### config.mk
export PLATFORM = sky130hd
export DESIGN_NAME = gffp_seq
export DESIGN_NICKNAME = d
export VERILOG_FILES = /design/src/rtl/core/gffp_pkg.sv /design/src/rtl/core/gffp_seq.sv
export SDC_FILE = /design/constraint.sdc
export NUM_CORES = 1
export LEC_CHECK = 0
export BUFFER_PORTS_ARGS = -buffer_cell sky130_fd_sc_hd__clkbuf_2
export CAP_MARGIN = 20
export CORE_MARGIN = 2
export CORE_UTILIZATION = 40
export CTS_BUF_LIST = sky130_fd_sc_hd__clkbuf_8
export DETAILED_ROUTE_END_ITERATION = 7
export GPL_TIMING_DRIVEN = 1
export HOLD_SLACK_MARGIN = 0.02
export PLACE_DENSITY = 0.56
export SYNTH_ARGS = -nofsm -noshare
export SYNTH_HDL_FRONTEND = slang
export SYNTH_SLANG_ARGS = --single-unit
### constraint.sdc
create_clock -name aclk -period 14.6 [get_ports aclk]
set_input_delay 0.73 -clock aclk [delete_from_list [all_inputs] [get_ports aclk]]
set_output_delay 0.73 -clock aclk [all_outputs]
set_load 0.02 [all_outputs]
### src/rtl/core/gffp_pkg.sv
// Shared types, field widths and codes of the grid first-fit placer.
package gffp_pkg;

    localparam int GRID_COLS_DEF = 64;
    localparam int GRID_ROWS_DEF = 4096;
    localparam int MAX_SPAN_DEF  = 8;

    localparam int OP_W   = 2;
    localparam int COL_W  = 6;
    localparam int ROW_W  = 12;
    localparam int SPAN_W = 4;
    localparam int CFG_W  = 7;

    localparam logic [CFG_W-1:0] COLS_RESET = 7'd6;

    typedef enum logic [OP_W-1:0] {
        OP_CLEAR  = 2'd0,
        OP_OCCUPY = 2'd1,
        OP_FIND   = 2'd2
    } op_t;

    typedef enum logic [2:0] {
        ST_INIT,
        ST_IDLE,
        ST_CLEAR,
        ST_OCC_RD,
        ST_OCC_WR,
        ST_FIND,
        ST_RESP
    } state_t;

    typedef struct packed {
        logic [OP_W-1:0]   operation;
        logic [COL_W-1:0]  pos_col;
        logic [ROW_W-1:0]  pos_row;
        logic [SPAN_W-1:0] span_width;
        logic [SPAN_W-1:0] span_height;
    } in_item_t;

    typedef struct packed {
        logic              found;
        logic [COL_W-1:0]  slot_col;
        logic [ROW_W-1:0]  slot_row;
    } out_item_t;

endpackage

### src/rtl/core/gffp_seq.sv
// Sequencer for clear sweeps, occupy read-modify-write and the streaming find scan.
module gffp_seq #(
    parameter int GRID_COLS = 64,
    parameter int GRID_ROWS = 4096,
    parameter int MAX_SPAN  = 8
) (
    input  logic                             aclk,
    input  logic                             aresetn,
    input  logic                             s_valid,
    output logic                             s_ready,
    input  gffp_pkg::in_item_t               s_item,
    output logic                             m_valid,
    input  logic                             m_ready,
    output gffp_pkg::out_item_t              m_item,
    input  logic [gffp_pkg::CFG_W-1:0]       cols,
    output logic                             mem_wr_en,
    output logic [$clog2(GRID_ROWS)-1:0]     mem_wr_addr,
    output logic [GRID_COLS-1:0]             mem_wr_data,
    output logic                             mem_rd_en,
    output logic [$clog2(GRID_ROWS)-1:0]     mem_rd_addr,
    input  logic [GRID_COLS-1:0]             mem_rd_data,
    output logic [GRID_COLS-1:0]             busy_word,
    output logic [$clog2(MAX_SPAN+1)-1:0]    span,
    input  logic                             fit_hit,
    input  logic [gffp_pkg::COL_W-1:0]       fit_col
);
    import gffp_pkg::*;

    localparam int RAW = $clog2(GRID_ROWS);
    localparam int SPW = $clog2(MAX_SPAN + 1);
    localparam int IW  = $clog2(GRID_ROWS + MAX_SPAN);

    state_t state_reg, state_next;

    logic [COL_W-1:0]     col_reg;
    logic [ROW_W-1:0]     row_reg;
    logic [SPW-1:0]       w_reg;
    logic [SPW-1:0]       h_reg;
    logic [SPW-1:0]       k_reg;
    logic [RAW-1:0]       sweep_reg;
    logic [IW-1:0]        iss_reg;
    logic [IW-1:0]        idx_reg;
    logic                 rdv_reg;
    logic                 rdz_reg;
    logic                 wv_reg;
    logic [RAW-1:0]       wrow_reg;
    logic [GRID_COLS-1:0] win_reg [MAX_SPAN];
    logic [GRID_COLS-1:0] busy_reg;
    logic                 bv_reg;
    logic [RAW-1:0]       brow_reg;
    logic                 res_found_reg;
    logic [COL_W-1:0]     res_col_reg;
    logic [ROW_W-1:0]     res_row_reg;
    out_item_t            m_item_reg;
    logic                 m_valid_reg;

    logic                 accept;
    logic                 sweep_last;
    logic [ROW_W:0]       occ_row;
    logic                 occ_in_grid;
    logic [GRID_COLS-1:0] occ_mask;
    logic                 issue_go;
    logic                 issue_real;
    logic [GRID_COLS-1:0] busy_comb;
    logic                 find_done;
    logic                 load_out;

    function automatic logic [SPW-1:0] clamp_span(input logic [SPAN_W-1:0] v);
        logic [SPW-1:0] r;
        if (v == '0) begin
            r = SPW'(1);
        end else if (int'(v) > MAX_SPAN) begin
            r = SPW'(MAX_SPAN);
        end else begin
            r = SPW'(v);
        end
        return r;
    endfunction

    assign accept      = s_valid && s_ready;
    assign sweep_last  = (int'(sweep_reg) == GRID_ROWS - 1);
    assign occ_row     = {1'b0, row_reg} + (ROW_W+1)'(k_reg);
    assign occ_in_grid = (int'(occ_row) < GRID_ROWS);
    assign issue_real  = (int'(iss_reg) < GRID_ROWS);
    assign issue_go    = (state_reg == ST_FIND)
                         && (int'(iss_reg) < GRID_ROWS + int'(h_reg) - 1);
    assign find_done   = bv_reg && (fit_hit || int'(brow_reg) == GRID_ROWS - 1);
    assign load_out    = (state_reg == ST_RESP) && (!m_valid_reg || m_ready);

    assign span      = (int'(w_reg) < int'(cols)) ? w_reg : SPW'(cols);
    assign busy_word = busy_reg;
    assign m_valid   = m_valid_reg;
    assign m_item    = m_item_reg;

    always_comb begin
        for (int c = 0; c < GRID_COLS; c++) begin
            occ_mask[c] = (c >= int'(col_reg)) && (c < int'(col_reg) + int'(w_reg));
        end
    end

    always_comb begin
        busy_comb = '0;
        for (int k = 0; k < MAX_SPAN; k++) begin
            if (k < int'(h_reg)) begin
                busy_comb = busy_comb | win_reg[k];
            end
        end
    end

    always_comb begin
        state_next = state_reg;
        case (state_reg)
            ST_INIT: begin
                if (sweep_last) begin
                    state_next = ST_IDLE;
                end
            end
            ST_IDLE: begin
                if (s_valid) begin
                    case (s_item.operation)
                        OP_CLEAR:  state_next = ST_CLEAR;
                        OP_OCCUPY: state_next = ST_OCC_RD;
                        OP_FIND:   state_next = ST_FIND;
                        default:   state_next = ST_RESP;
                    endcase
                end
            end
            ST_CLEAR: begin
                if (sweep_last) begin
                    state_next = ST_RESP;
                end
            end
            ST_OCC_RD: begin
                state_next = occ_in_grid ? ST_OCC_WR : ST_RESP;
            end
            ST_OCC_WR: begin
                if (k_reg == h_reg - SPW'(1)) begin
                    state_next = ST_RESP;
                end else begin
                    state_next = ST_OCC_RD;
                end
            end
            ST_FIND: begin
                if (find_done) begin
                    state_next = ST_RESP;
                end
            end
            ST_RESP: begin
                if (!m_valid_reg || m_ready) begin
                    state_next = ST_IDLE;
                end
            end
            default: state_next = ST_INIT;
        endcase
    end

    always_comb begin
        s_ready     = 1'b0;
        mem_wr_en   = 1'b0;
        mem_wr_addr = occ_row[RAW-1:0];
        mem_wr_data = mem_rd_data | occ_mask;
        mem_rd_en   = 1'b0;
        mem_rd_addr = iss_reg[RAW-1:0];
        case (state_reg)
            ST_INIT, ST_CLEAR: begin
                mem_wr_en   = 1'b1;
                mem_wr_addr = sweep_reg;
                mem_wr_data = '0;
            end
            ST_IDLE: begin
                s_ready = 1'b1;
            end
            ST_OCC_RD: begin
                mem_rd_en   = occ_in_grid;
                mem_rd_addr = occ_row[RAW-1:0];
            end
            ST_OCC_WR: begin
                mem_wr_en = 1'b1;
            end
            ST_FIND: begin
                mem_rd_en = issue_go && issue_real;
            end
            default: begin
                s_ready = 1'b0;
            end
        endcase
    end

    always_ff @(posedge aclk) begin
        if (!aresetn) begin
            state_reg <= ST_INIT;
        end else begin
            state_reg <= state_next;
        end
    end

    always_ff @(posedge aclk) begin
        if (!aresetn) begin
            sweep_reg <= '0;
        end else if (state_reg == ST_INIT || state_reg == ST_CLEAR) begin
            sweep_reg <= sweep_last ? '0 : sweep_reg + RAW'(1);
        end
    end

    always_ff @(posedge aclk) begin
        if (accept) begin
            col_reg       <= s_item.pos_col;
            row_reg       <= s_item.pos_row;
            w_reg         <= clamp_span(s_item.span_width);
            h_reg         <= clamp_span(s_item.span_height);
            k_reg         <= '0;
            res_found_reg <= 1'b0;
            res_col_reg   <= '0;
            res_row_reg   <= '0;
        end else begin
            if (state_reg == ST_OCC_WR) begin
                k_reg <= k_reg + SPW'(1);
            end
            if (state_reg == ST_FIND && bv_reg && fit_hit) begin
                res_found_reg <= 1'b1;
                res_col_reg   <= fit_col;
                res_row_reg   <= ROW_W'(brow_reg);
            end
        end
    end

    always_ff @(posedge aclk) begin
        if (!aresetn) begin
            iss_reg <= '0;
            idx_reg <= '0;
            rdv_reg <= 1'b0;
            wv_reg  <= 1'b0;
            bv_reg  <= 1'b0;
        end else if (state_reg == ST_FIND) begin
            if (issue_go) begin
                iss_reg <= iss_reg + IW'(1);
            end
            rdv_reg <= issue_go;
            if (rdv_reg) begin
                idx_reg <= idx_reg + IW'(1);
                wv_reg  <= (int'(idx_reg) >= int'(h_reg) - 1);
            end else begin
                wv_reg <= 1'b0;
            end
            bv_reg <= wv_reg;
        end else begin
            iss_reg <= '0;
            idx_reg <= '0;
            rdv_reg <= 1'b0;
            wv_reg  <= 1'b0;
            bv_reg  <= 1'b0;
        end
    end

    always_ff @(posedge aclk) begin
        rdz_reg <= !issue_real;
        if (rdv_reg) begin
            win_reg[0] <= rdz_reg ? '0 : mem_rd_data;
            for (int k = 1; k < MAX_SPAN; k++) begin
                win_reg[k] <= win_reg[k-1];
            end
            wrow_reg <= RAW'(idx_reg - IW'(h_reg) + IW'(1));
        end
        busy_reg <= busy_comb;
        brow_reg <= wrow_reg;
    end

    always_ff @(posedge aclk) begin
        if (!aresetn) begin
            m_valid_reg <= 1'b0;
        end else if (load_out) begin
            m_valid_reg <= 1'b1;
        end else if (m_ready) begin
            m_valid_reg <= 1'b0;
        end
    end

    always_ff @(posedge aclk) begin
        if (load_out) begin
            m_item_reg.found    <= res_found_reg;
            m_item_reg.slot_col <= res_col_reg;
            m_item_reg.slot_row <= res_row_reg;
        end
    end

endmodule

==> results of run 1 <==
-- per-stage QoR --
step	setup WS (ns)	power, mW	hold WS (ns)
2_1_floorplan	1.267	2.238	0.3233
3_3_place_gp	10.16	2.269	0.3339
3_5_place_dp	10.07	2.270	0.3269
4_1_cts	9.299	4.027	0.1078
5_1_grt	8.979	4.121	0.1239
6_report	9.275	3.980	0.1695
-- cell usage in the layout, fill, tap and decap left out, drive strengths merged, types with 48 or more instances in the layout --
| cell type | instances |
|---|---|
| clkbuf | 424 |
| a21oi | 272 |
| inv | 124 |
| edfxtp | 569 |
| o211ai | 79 |
| o21ai | 65 |
| nand2 | 179 |
| a222oi | 48 |
| ha | 66 |
| dfxtp | 145 |
| nor2 | 148 |
-- path summary, 6_finish.rpt --
path,cells past startpoint,end,startpoint
max,9,mem_wr_data[0],col_reg[1]$_DFFE_PP_
min,1,row_reg[9]$_DFFE_PP_,s_item[17]
max reg2reg,9,iss_reg[12]$_SDFFE_PN0P_,h_reg[2]$_SDFFCE_PP0P_
min reg2reg,0,brow_reg[7]$_DFF_P_,wrow_reg[7]$_DFFE_PP_
-- Yosys cell counts (13+ instances only) --
| master | count |
|---|---|
| edfxtp_1 | 569 |
| ha_1 | 66 |
| xnor2_1 | 24 |
| nor3_1 | 28 |
| o211ai_1 | 79 |
| nand4_1 | 15 |
| a222oi_1 | 48 |
| nand2b_1 | 13 |
| clkbuf_1 | 94 |
| a211oi_1 | 15 |
| a221oi_1 | 33 |
| buf_2 | 20 |
| nand2_1 | 178 |
| inv_1 | 75 |
| nand3_1 | 29 |
| o21ai_0 | 48 |
| nor2b_1 | 44 |
| nor2_1 | 146 |
| xor2_1 | 25 |
| o32ai_1 | 43 |
| a21oi_1 | 269 |
| o21ai_1 | 16 |
| dfxtp_1 | 145 |
-- worst max-delay path, cell delays in order (launching register included) --
cell      delay [ns]
edfxtp_1        0.81
inv_1           0.18
fa_1            0.52
xor2_1          0.80
nand2_1         0.18
nor2_1          0.25
nand2_1         0.14
o211ai_1        0.63
a21oi_1         0.19
clkbuf_2        0.20
-- power by group --
part / switching, mW / internal (mW) / total (mW)
registers: 0.00316 / 2.17 / 2.17
clock network: 0.829 / 0.925 / 1.75
logic: 0.0297 / 0.0225 / 0.0523
-- per-layer routing --
metal | vias to the layer above | routed length (µm) | GRT usage
li1 | 9091 | - | -
met3 | 148 | 8582 | 0.06458
met4 | 12 | 2255 | 0.07104
met2 | 992 | 37720 | 0.3310
met5 | - | 76 | 0
met1 | 9969 | 35920 | 0.3087
-- area by class of cell --
type,instances,area (µm²)
repair buffers,311,1667
fillers,6449,37860
well taps,950,1189
inverters,76,285.3
multi-input cells,1286,8228
clock buffers,136,1872
flip-flops and latches,714,19990
diodes,3,7.507
clock inverters,89,511.7
-- kinds of logic (layout without fill, tap and decap cells) --
logic type	Yosys count	in the layout	share of synthesized area
DFF	714	714	0.6909
AOI/OAI and AO/OA	647	647	0.1511
and+or+nand+nor	510	510	0.08143
buffers and inverters	198	612	0.02694
adders and majority gates	69	69	0.03062
xor gates and xnor gates	50	50	0.01540
muxes	10	10	0.003633
other	0	3	0
==> results.md, run 1 <==
* Synth Flop Type: edfxtp_1
* Clock slew at reported path FFs at 0.06 ns
* Area share of the largest cell type after synthesis at 0.5906
* Routed len/inst at about 24 µm
* GRT overflow at 0
* Synth area leaders: edfxtp_1 (59%), dfxtp_1 (10%), a21oi_1 (4.7%)
* EDFF count, synth at around 570
* Total wire length at 84,550 µm
* Final Hold Vio Count at 0
* Setup TNS at 0 ns
* Seq/Total Area, Yosys at 0.6909
* Hold Path Class: input pin to register
* Fraction of layout cells with a size suffix above 1 at 0.1926
* H-Tree Depth at 3
* Vias in the first global route at ~20k
* R2R Setup Slk at about 11 ns
* Vias at just over 20k
* Mapped Area at ~0.029 mm²
* Die H at approximately 270 µm
* Final Cycle Share at 0.3647
* Yosys reg bits at about 700
* Worst Path Max Fanout at 21
* Minimum clock period at about 5.3 ns
* Post-CTS Resized at 0
* CP Class: register to output pin
* Final Core Density at 0.4714
* First-pass GRT wire length at between 100,000 and 150,000 µm
* Largest register FFs at ~510
* Mapped Cells at 2,198
* CTS tree: yes
* Worst skew pair latency at roughly 0.73 ns
* Drt drc at 0
* Synthesis-to-layout area growth at 16.66%
* GRT Overall Usage at 0.2209
* Status: finished clean
* Leakage power at 11.97 nW
* Max-capacitance violation count at 0
* Post-synth top area cell: edfxtp_1
* Starting Density at 0.4040
* Final Setup Violations at 0
* Placed Cells incl. Taps at roughly 3.3k
* Unique masters post-synth at slightly above 80
* PortBufs at 288
* First-pass DRT Iterations at 6
* Post-CTS setup buffers at 0
* Worst EP arrival at about 4.6 ns
* Post-route clock skew at approximately 0.062 ns
* Actual slew at the worst max-slew pin at around 1.2 ns
* Crit path capture type: output pin
* DP Area at roughly 0.031 mm²
* GPL Wtd Cong at approximately 0.89
* Width of the die at 272.9 µm
* DP HPWL at about 54,000 µm
* Post-route cell area at 0.03375 mm²
* Peak supply drop at between 0.08 and 0.09 mV
* Achievable Freq at around 190 MHz
* Initial DRC count at between 2k and 3k
* Worst slew margin at 0.2288
* Syn Nets at roughly 2.4k
* Vias per inst at approximately 5.7
* Cts hold-fix bufs at 0
* Routed Antenna Nets at 0
* Largest net degree at the start of global routing at roughly 180
* Total power density per cell area at roughly 120 mW/mm²
* Max clock buf depth at 3
* Placement Rows at 98
* Slew Limit Fails at 0
* Fin nets at roughly 2.7k
* Fraction of registers with async set/reset at 0
* Warnings from Yosys at 0
* Clock root cell: clkbuf_8
* CP startpoint kind: register
* Placeable Area at just over 0.07 mm²
* Post-route insts no fill at between 3k and 4k
* TritonCTS buffer count at about 120
* Initial antenna violation count at 8
* # IOs at approximately 290
* Synthesized area per cell at around 13 µm²
* CTS sink count at about 710
* Die area at about 0.074 mm²
* Worst path required time at 13.87 ns
* RSZ-0062 raised after global routing: false
Power figures use the tool's default switching activity.
==> inputs of run 2 (changes only) <==
- PLACE_DENSITY: 0.56 -> 0.58
- clock period: 14.6 -> 4.7 ns (I/O delays scaled with it)
==> run 2 against run 1 <==
  * Wire length increased by 2.9%
  * Sequential power grew to 3.1 times the previous value
  * Sequential share of layout area fell by 1.8 points
  * Critical endpoint is now mem_wr_data[17]
  * Largest cell class unchanged
==> results.md, run 2 (same netlist as run 1, synthesis figures left out) <==
* Final Cycle Share at 0.9710
* CTS sink count at ~700
* Hold WS at between 0.05 and 0.06 ns
* Most frequent cells in the layout: edfxtp_1 (569), clkbuf_2 (288), a21oi_1 (269)
* Starting Density at 0.4040
* Achievable Freq at 219.1 MHz
* Met2 wire length at between 30,000 and 40,000 µm
* Largest net degree at the start of global routing at about 190
* Total power density per cell area at 349.0 mW/mm²
* Synthesis-to-layout area growth at 20.30%
* GRT overflow at 0
* GPL Wtd Cong at approximately 0.91
* CP startpoint kind: register
* Total wire length at 86,970 µm
* Width of the die at approximately 270 µm
* Routed len/inst at roughly 24 µm
* Post-route clock skew at roughly 0.050 ns
* Fraction of layout cells with a size suffix above 1 at 0.1867
* Worst EP arrival at approximately 4.3 ns
* Initial antenna violation count at 4
* Placeable Area at ~0.07 mm²
* First-pass GRT wire length at roughly 130,000 µm
* Crit path capture type: output pin
* H-Tree Depth at 3
* PortBufs at around 290
* DP HPWL at approximately 57,000 µm
* Hold Path Class: input pin to register
* Worst R2R Start: h_reg[1]$_SDFFCE_PP0P_
* Vias in the first global route at roughly 20k
* Minimum clock period at ~4.6 ns
* # IOs at between 200 and 300
* Most common cell after layout, fill and taps aside: edfxtp_1
* Largest register FFs at 512
* Die area at ~0.074 mm²
* DP Area at about 0.032 mm²
* Worst Setup SP: col_reg[2]$_DFFE_PP_
* Vias at between 20k and 25k
* Worst min-delay path startpoint: mem_rd_data[12]
* Routed Antenna Nets at 0
* Final Hold Vio Count at 0
* TritonCTS buffer count at roughly 120
* Worst Path Max Fanout at 23
* Placed Cells incl. Taps at 3,354
* Final Setup Violations at 0
* Peak supply drop at around 0.22 mV
* Die H at 272.9 µm
* GRT Overall Usage at 0.2282
* Fin nets at about 2.8k
* Initial DRC count at between 2k and 3k
* Fillers at roughly 6.4k
* Max clock buf depth at 3
* Worst skew pair latency at 0.75 ns
* Met3 wire length at between 8000 and 9000 µm
* Vias per inst at ~5.7
* CTS tree: yes
* Drt drc at 0
* Clock slew at reported path FFs at approximately 0.060 ns
* Post-route insts no fill at 3,677
* First-pass DRT Iterations at 6
* Slew Limit Fails at 0
* Clock root cell: clkbuf_8
* Leakage power at 12.47 nW
* Actual slew at the worst max-slew pin at roughly 1.1 ns
* Post-route cell area at 0.03481 mm²
* Placement Rows at 98
* RSZ-0062 raised after global routing: false
* Status: finished clean
* Worst slew margin at 0.2936
* Power Total at about 12 mW
* Metal-1 WL at 38,100 µm
* Top routing layer used: met5
* CP Class: register to output pin
* Max-capacitance violation count at 0
* Worst path required time at 4.47 ns
==> run 2: cell types whose count changed in the layout (fill, tap and decap cells not counted), moves of 3 or more <==
cell / delta
buf_4: +16
clkinv_1: +3
clkinvlp_4: -4
dlygate4sd3_1: +100
clkinv_2: -6
inv_1: +8
buf_12: +6
clkbuf_8: -10
==> run 2: timing repair <==
action / CTS / global route
hold endpoints to repair: 114 / 0
hold buffers: 100 / 0
pin swaps: 0 / 1
setup buffers: 0 / 3
gates resized for setup: 1 / 1
setup endpoints to repair: 1 / 2
==> run 2: through the flow <==
step	worst slack [ns]	utilization	setup TNS, ns
5_1_grt	0.006665	0.4861	0
6_report	0.1363	0.4861	0
3_3_place_gp	0.6208	0.4399	0
4_1_cts	0.1562	0.4853	0
2_1_floorplan	-0.2281	-	-1.441
3_5_place_dp	0.7470	0.4402	0
==> run 2: cell type report <==
type | instances | area (µm²) | share of cell area
Clock inverter | 92 | 484.2 | 0.01391
Inverter | 76 | 285.3 | 0.008196
Antenna cell | 1 | 2.502 | 0.00007189
Timing Repair Buffer | 432 | 2858 | 0.08210
Multi-Input combinational cell | 1286 | 8260 | 0.2373
Tap cell | 950 | 1189 | 0.03415
Sequential cell | 714 | 19990 | 0.5744
Clock buffer | 126 | 1734 | 0.04982
==> run 2: final timing paths <==
path | to | slack, ns | cells past startpoint
max | mem_wr_data[17] | 0.14 | 8
min | win_reg[0][12]$_SDFFCE_PP0P_ | 0.06 | 3
max reg2reg | iss_reg[5]$_SDFFE_PN0P_ | 1.23 | 11
min reg2reg | brow_reg[0]$_DFF_P_ | 0.35 | 0
==> run 2: layer usage <==
layer | track usage | up-vias
met2 | 0.3336 | 1015
li1 | - | 9338
met3 | 0.06326 | 168
met1 | 0.3243 | 10290
met4 | 0.08412 | 6
met5 | 0 | -
==> run 2: worst max-delay path, stage by stage (launching register included) <==
cell and delay [ns]:
edfxtp_1 0.78, ha_1 0.43, a21o_1 0.39, xnor2_2 0.15, buf_4 0.28, nand3_1 0.50, o2111ai_1 0.70, a21oi_1 0.14
clkbuf_2 0.20
==> run 2: power breakdown <==
part / total, mW / internal (mW) / switching [mW] / leakage [nW]
Clock: 5.16 / 2.60 / 2.56 / 1.32
Sequential: 6.75 / 6.74 / 0.0103 / 6.25
Combinational: 0.233 / 0.122 / 0.111 / 4.89
Total: 12.1 / 9.47 / 2.68 / 12.5
